`config.mk`:
```
export PLATFORM = sky130hd
export DESIGN_NAME = tlv_stream_deframer
export DESIGN_NICKNAME = d
export VERILOG_FILES = /design/src/rtl/tlvd_pkg.sv /design/src/rtl/tlvd_in_stage.sv /design/src/rtl/tlvd_parser.sv /design/src/rtl/tlv_stream_deframer.sv
export SDC_FILE = /design/constraint.sdc
export NUM_CORES = 1
export LEC_CHECK = 0
export BUFFER_PORTS_ARGS = -buffer_cell sky130_fd_sc_hd__buf_2
export CAP_MARGIN = 20
export CORE_UTILIZATION = 52
export DETAILED_ROUTE_END_ITERATION = 10
export PLACE_DENSITY = 0.72
export SLEW_MARGIN = 20
export SYNTH_ARGS = -nofsm -noshare
export SYNTH_HDL_FRONTEND = slang
export SYNTH_SLANG_ARGS = --single-unit
export TNS_END_PERCENT = 5
```
`constraint.sdc`:
```
create_clock -name clk -period 6.86 [get_ports clk]
set_clock_uncertainty 0.05 [all_clocks]
set_input_delay 1.029 -clock clk [delete_from_list [all_inputs] [get_ports clk]]
set_output_delay 1.029 -clock clk [all_outputs]
set_load 0.01 [all_outputs]
```
`src/rtl/tlvd_pkg.sv`:
```
// Package: shared types and constants of the TLV stream deframer.
`default_nettype none
package tlvd_pkg;

  // Number of big-endian length bytes after the type byte (1 to 4)
  localparam int LENGTH_BYTES = 4;
  localparam logic [1:0] LEN_LAST = 2'(LENGTH_BYTES - 1);

  typedef enum logic [1:0] {
    PH_TYPE = 2'd0,
    PH_LEN  = 2'd1,
    PH_PAY  = 2'd2
  } phase_t;

  typedef enum logic [1:0] {
    ROLE_TYPE = 2'd0,
    ROLE_LEN  = 2'd1,
    ROLE_PAY  = 2'd2,
    ROLE_IGN  = 2'd3
  } role_t;

  typedef enum logic [1:0] {
    ST_OK        = 2'd0,
    ST_TRUNC_HDR = 2'd1,
    ST_TRUNC_PAY = 2'd2,
    ST_BAD_LEN   = 2'd3
  } status_t;

  typedef struct packed {
    logic [7:0] data_byte;
    logic       stream_last;
  } in_item_t;

  typedef struct packed {
    logic [7:0]  out_byte;
    logic [1:0]  byte_role;
    logic [7:0]  segment_type;
    logic        segment_start;
    logic        segment_end;
    logic [30:0] payload_length;
    logic [1:0]  status;
    logic        stream_done;
  } out_item_t;

  // Handoff from the input stage to the parser
  typedef struct packed {
    logic     valid;
    logic     advance;
    in_item_t item;
  } stage_ctl_t;

endpackage
`default_nettype wire

```
`src/rtl/tlvd_in_stage.sv`:
```
// Input register stage: holds one accepted word until the parser takes it.
`default_nettype none
module tlvd_in_stage
  import tlvd_pkg::*;
(
  input  wire logic     clk,
  input  wire logic     rst_n,
  input  wire logic     in_valid,
  output logic          in_ready,
  input  wire in_item_t in_item,
  input  wire logic     advance,
  output logic          stage_valid,
  output in_item_t      stage_item
);

  logic     valid_r, valid_nxt;
  in_item_t item_r;

  // Accept when empty or when the held word moves on this cycle
  assign in_ready  = !valid_r || advance;
  assign valid_nxt = in_valid ? 1'b1 : (valid_r && !advance);

  always_ff @(posedge clk) begin
    if (!rst_n) begin
      valid_r <= 1'b0;
    end else begin
      valid_r <= valid_nxt;
    end
  end

  // Load payload on accept
  always_ff @(posedge clk) begin
    if (in_valid && in_ready) begin
      item_r <= in_item;
    end
  end

  assign stage_valid = valid_r;
  assign stage_item  = item_r;

endmodule
`default_nettype wire

```
`src/rtl/tlvd_parser.sv`:
```
// Parser: segment state registers and the per-word decode.
`default_nettype none
module tlvd_parser
  import tlvd_pkg::*;
(
  input  wire logic       clk,
  input  wire logic       rst_n,
  input  wire stage_ctl_t ctl,
  output out_item_t       result
);

  phase_t      phase_r, phase_nxt;
  logic [1:0]  cnt_r, cnt_nxt;
  logic [31:0] accum_r, accum_nxt;
  logic [30:0] remain_r, remain_nxt;
  logic [7:0]  type_r, type_nxt;
  status_t     err_r, err_nxt;

  logic [7:0]  b;
  logic        last;
  logic [31:0] accum_sh;
  logic [30:0] remain_dec;

  assign b          = ctl.item.data_byte;
  assign last       = ctl.item.stream_last;
  assign accum_sh   = {accum_r[23:0], b};
  assign remain_dec = remain_r - 31'd1;

  // Decode one word and work out the next state
  always_comb begin
    phase_nxt  = phase_r;
    cnt_nxt    = cnt_r;
    accum_nxt  = accum_r;
    remain_nxt = remain_r;
    type_nxt   = type_r;
    err_nxt    = err_r;

    result                = '0;
    result.out_byte       = b;
    result.byte_role      = ROLE_IGN;
    result.status         = ST_OK;
    result.stream_done    = last;

    if (err_r != ST_OK) begin
      result.status = err_r;
    end else begin
      case (phase_r)
        PH_TYPE: begin
          type_nxt             = b;
          result.byte_role     = ROLE_TYPE;
          result.segment_type  = b;
          result.segment_start = 1'b1;
          cnt_nxt              = 2'd0;
          accum_nxt            = '0;
          phase_nxt            = PH_LEN;
          if (last) result.status = ST_TRUNC_HDR;
        end
        PH_LEN: begin
          result.byte_role    = ROLE_LEN;
          result.segment_type = type_r;
          accum_nxt           = accum_sh;
          if (cnt_r == LEN_LAST) begin
            cnt_nxt = 2'd0;
            if (accum_sh[31]) begin
              result.status = ST_BAD_LEN;
              err_nxt       = ST_BAD_LEN;
            end else if (accum_sh == 32'd0) begin
              result.segment_end = 1'b1;
              phase_nxt          = PH_TYPE;
            end else begin
              result.payload_length = accum_sh[30:0];
              remain_nxt            = accum_sh[30:0];
              phase_nxt             = PH_PAY;
              if (last) result.status = ST_TRUNC_PAY;
            end
          end else begin
            cnt_nxt = cnt_r + 2'd1;
            if (last) result.status = ST_TRUNC_HDR;
          end
        end
        PH_PAY: begin
          result.byte_role      = ROLE_PAY;
          result.segment_type   = type_r;
          result.payload_length = accum_r[30:0];
          remain_nxt            = remain_dec;
          if (remain_dec == 31'd0) begin
            result.segment_end = 1'b1;
            phase_nxt          = PH_TYPE;
          end else if (last) begin
            result.status = ST_TRUNC_PAY;
          end
        end
        default: begin
          phase_nxt = PH_TYPE;
        end
      endcase
    end

    // Drop all state at the end of the stream
    if (last) begin
      phase_nxt  = PH_TYPE;
      cnt_nxt    = 2'd0;
      accum_nxt  = '0;
      remain_nxt = '0;
      type_nxt   = '0;
      err_nxt    = ST_OK;
    end
  end

  // Advance state only when the word moves to the result register
  always_ff @(posedge clk) begin
    if (!rst_n) begin
      phase_r  <= PH_TYPE;
      cnt_r    <= 2'd0;
      accum_r  <= '0;
      remain_r <= '0;
      type_r   <= '0;
      err_r    <= ST_OK;
    end else if (ctl.valid && ctl.advance) begin
      phase_r  <= phase_nxt;
      cnt_r    <= cnt_nxt;
      accum_r  <= accum_nxt;
      remain_r <= remain_nxt;
      type_r   <= type_nxt;
      err_r    <= err_nxt;
    end
  end

endmodule
`default_nettype wire

```
`src/rtl/tlv_stream_deframer.sv`:
```
// Flow: an accepted word waits in the input register, then is decoded into the result register.
// Throughput: one word per cycle while out_ready is high; the input register and the result register
// let a new word enter while a finished result still waits on out_ready.
// Reset: synchronous active-low rst_n empties both registers and returns the
// parser to expecting a type byte with no error held.
`default_nettype none
module tlv_stream_deframer
  import tlvd_pkg::*;
(
  input  wire logic     clk,
  input  wire logic     rst_n,
  input  wire logic     in_valid,
  output logic          in_ready,
  input  wire in_item_t in_item,
  output logic          out_valid,
  input  wire logic     out_ready,
  output out_item_t     out_item
);

  logic       stage_valid;
  in_item_t   stage_item;
  logic       advance;
  stage_ctl_t ctl;
  out_item_t  result;

  logic       out_valid_r, out_valid_nxt;
  out_item_t  out_item_r;

  // Move the held word on when the result register is free or draining
  assign advance = stage_valid && (!out_valid_r || out_ready);

  tlvd_in_stage u_in_stage (
    .clk         (clk),
    .rst_n       (rst_n),
    .in_valid    (in_valid),
    .in_ready    (in_ready),
    .in_item     (in_item),
    .advance     (advance),
    .stage_valid (stage_valid),
    .stage_item  (stage_item)
  );

  assign ctl.valid   = stage_valid;
  assign ctl.advance = advance;
  assign ctl.item    = stage_item;

  tlvd_parser u_parser (
    .clk    (clk),
    .rst_n  (rst_n),
    .ctl    (ctl),
    .result (result)
  );

  // Result register
  assign out_valid_nxt = advance ? 1'b1 : (out_valid_r && !out_ready);

  always_ff @(posedge clk) begin
    if (!rst_n) begin
      out_valid_r <= 1'b0;
    end else begin
      out_valid_r <= out_valid_nxt;
    end
  end

  always_ff @(posedge clk) begin
    if (advance) begin
      out_item_r <= result;
    end
  end

  assign out_valid = out_valid_r;
  assign out_item  = out_item_r;

endmodule
`default_nettype wire
```
==> reports/qor.yml <==
crit_arrival_ps: 4110
max_cap_violations: 0
synth_edf_count: 63
synth.most_common_cell: "nor2_1"
crit_fanout: 9
switching_power_mw: 0.456
cellInternalPower_mw: 1.61
crit_chain: "or4_1, or3_1, or4_2, xnor2_1, or4_1, nor4_4, o221a_2, o21ai_1"
synthCells: 741
wl_per_cell_um: 18.3
ys.warnings.count: 0
fin_nets: 797
coreArea_um2: 12700
fin_crit_sh_pct: 56.2
worstPathRequired_ps: 7120
drt-initial-drc-count: 445
tightest_slew_ps: 946
synth_commonest_cells: "nor2_1 (86), dfxtp_1 (77), edfxtp_1 (63)"
dp_hpwl_mm: 11.2
drt-total-wl_mm: 17.6
clockRootBuffer: "clkbuf_16"
start_kind: "flop"
gp_congestion: 0.906
first_pass_iters: 5
rsz0062_at_grt: "false"
slowest_delay_ps: 780
status: "completed"
regArea_um2: 3430
synth.area.top_cells: "edfxtp_1 (28%), dfxtp_1 (23%), a22oi_1 (5.7%), nor2_1 (4.7%), o21ai_0 (3.4%)"
track_usage_pct: 27.2
yosys.cell_types.count: 54
syn2layout_area_growth_pct: 15.5
power_density_nw_per_um2: 262
crit_slowest_cell: "or4_2"
pwr-share-comb_pct: 6.6
cts_resized: 0
post_dp_cell_area_um2: 7210
cts.clk_slew.worst_paths_ps: 60
pre_cts_ws_ps: 2640
worst-setup-path-type: "flop to flop"
async_flop_share_pct: 0
num_antenna_cells: 0
post_cts_buffers: 0
avgViaCountPerCell: 6.04
leakage_nw: 2.78
cts.sinks: 140
drive_above_1_share_pct: 15.8
swShare_pct: 22.1
ys_seq_elements: 140
io_pins: 69
numPortBuffers: 68
tritoncts: "built"
p_clk_share_pct: 49.2
min_path_type: "flop to flop"
synth_top_area_share_pct: 27.7
grt_pass1_wl_mm: 27.8
die_area_um2: 13600
slew_headroom_pct: 36.5
synth.cell_area_um2: 6820
final_max_slew_viol_count: 0
clockBufferDepth: 2
vias: 5805
postCtsHoldBufs: 0
p_seq_share_pct: 44.2
finalWorstSetupSlack_ps: 3000
die_x_um: 117
ys_seq_area_share_pct: 50.3
grt_pass1_vias: 5351
synth_nets: 762
crit_path_frequent_cell: "or4_1"
fin_tns_setup_ps: 0
multi_input_area_um2: 3130
grt_max_degree: 80
drc: 0
htree_levels: 4
floorplan.initialDensity_pct: 53.6
grt_overflow_total: 0
max_freq_ghz: 0.259
finalSetupViolCount: 0
hold_viol_final: 0
fin_crit_ps: 3860
irDropWorstVdd_v: 0.000152
synth.avg_cell_area_um2: 9.21
ys.flop_type: "dfxtp_1"
rows: 41
clk-insertion-delay-late_ps: 420
antenna_found_initial: 0
ant_nets: 0
die_h_um: 117
synth_largest_area_cell: "edfxtp_1"
worstSetupEndpointType: "flop"
cts_made_buffers: 17
fill_cells: 1115
final_area_um2: 7880
==> registers in the layout (all words and copies together), names as in the netlist <==
| signal | flops |
|---|---|
| out_item | 54 |
| out_valid | 1 |
| u_in_stage.stage_item | 9 |
| u_parser.type_r | 8 |
| u_parser.phase_r | 2 |
| u_in_stage.stage_valid | 1 |
| u_parser.accum_r | 31 |
| u_parser.err_r | 1 |
| u_parser.cnt_r | 2 |
| u_parser.remain_r | 31 |
==> cells by family (layout without fill, tap and decap cells) <==
group	count (synthesis)	after routing	share of synthesized area, %
DFF	140	140	50.3
adders and majority gates	8	8	1.47
AOI/OAI and AO/OA	197	197	18.6
and+or+nand+nor	310	310	23.6
muxes	1	1	0.147
xor gates and xnor gates	13	13	1.67
buffers and inverters	72	120	4.16
==> metal layers <==
metal | GRT usage [%] | part of all wire [%]
met1 | 37.2 | 45
met2 | 42.2 | 46
met3 | 6.12 | 7.3
met4 | 9.70 | 1.8
met5 | 0 | 0
==> power groups by stage <==
stage	Clock [mW]	Sequential (mW)	Combinational, mW
2_1_floorplan	0	0.929	0.0930
3_3_place_gp	0	0.928	0.132
3_5_place_dp	0	0.929	0.135
4_1_cts	1.03	0.911	0.136
5_1_grt	1.06	0.914	0.152
6_report	1.02	0.912	0.136
==> critical path, delay by kind of cell (launching register included) <==
| family | cells | cell delay, ps |
|---|---|---|
| and+or+nand+nor | 5 | 2810 |
| AOI/OAI and AO/OA | 2 | 370 |
| DFF | 1 | 360 |
| xor gates and xnor gates | 1 | 150 |
==> path summary, 6_finish.rpt <==
check / cells past startpoint / from / to / slack [ps]
setup / recovery: 8 / u_parser.remain_r[10] / u_parser.phase_r[1] / 3000
hold / removal: 2 / u_parser.accum_r[29] / u_parser.accum_r[29] / 420
setup reg to reg: 8 / u_parser.remain_r[10] / u_parser.phase_r[1] / 3000
hold reg to reg: 2 / u_parser.accum_r[29] / u_parser.accum_r[29] / 420
==> layout make-up <==
type / instances / share of cell area (%)
flip-flops and latches: 140 / 43.6
multi-input cells: 529 / 39.7
clock buffers: 19 / 5.75
repair buffers: 75 / 4.98
well taps: 172 / 2.73
clock inverters: 13 / 2.68
inverters: 13 / 0.619
==> cells in the final DEF (no fill, tap or decap), types with 3 or more instances in the layout <==
master	n
nor2_1	86
dfxtp_1	77
buf_2	68
edfxtp_1	63
a22oi_1	52
nand2_1	50
o21ai_0	46
a21oi_1	42
nor2b_1	31
nand3_1	27
a21boi_0	27
and2_1	24
nor3_1	23
nor4_1	18
clkbuf_16	17
inv_1	13
or3_1	11
xnor2_1	9
or4_1	8
ha_1	7
buf_4	7
nand4_1	6
a32oi_1	5
bufinv_16	5
nor3b_1	4
xor2_1	4
and3_1	3
o21bai_1	3
or4_4	3
or2_2	3
a2111oi_0	3
clkinv_4	3
==> through the flow <==
| step | std cells | hold slack, ps | power (mW) | utilization [%] |
|---|---|---|---|---|
| after global placement | 929 | 402 | 1.06 | 56.7 |
| after CTS | 961 | 415 | 2.07 | 61.9 |
| after detailed placement | 929 | 407 | 1.06 | 56.7 |
| final | 961 | 415 | 2.06 | 61.9 |
| after global routing | 961 | 439 | 2.12 | 61.9 |
| after floorplan | 741 | 391 | 1.02 | - |
Note: power is estimated with default switching activity, not from simulation.
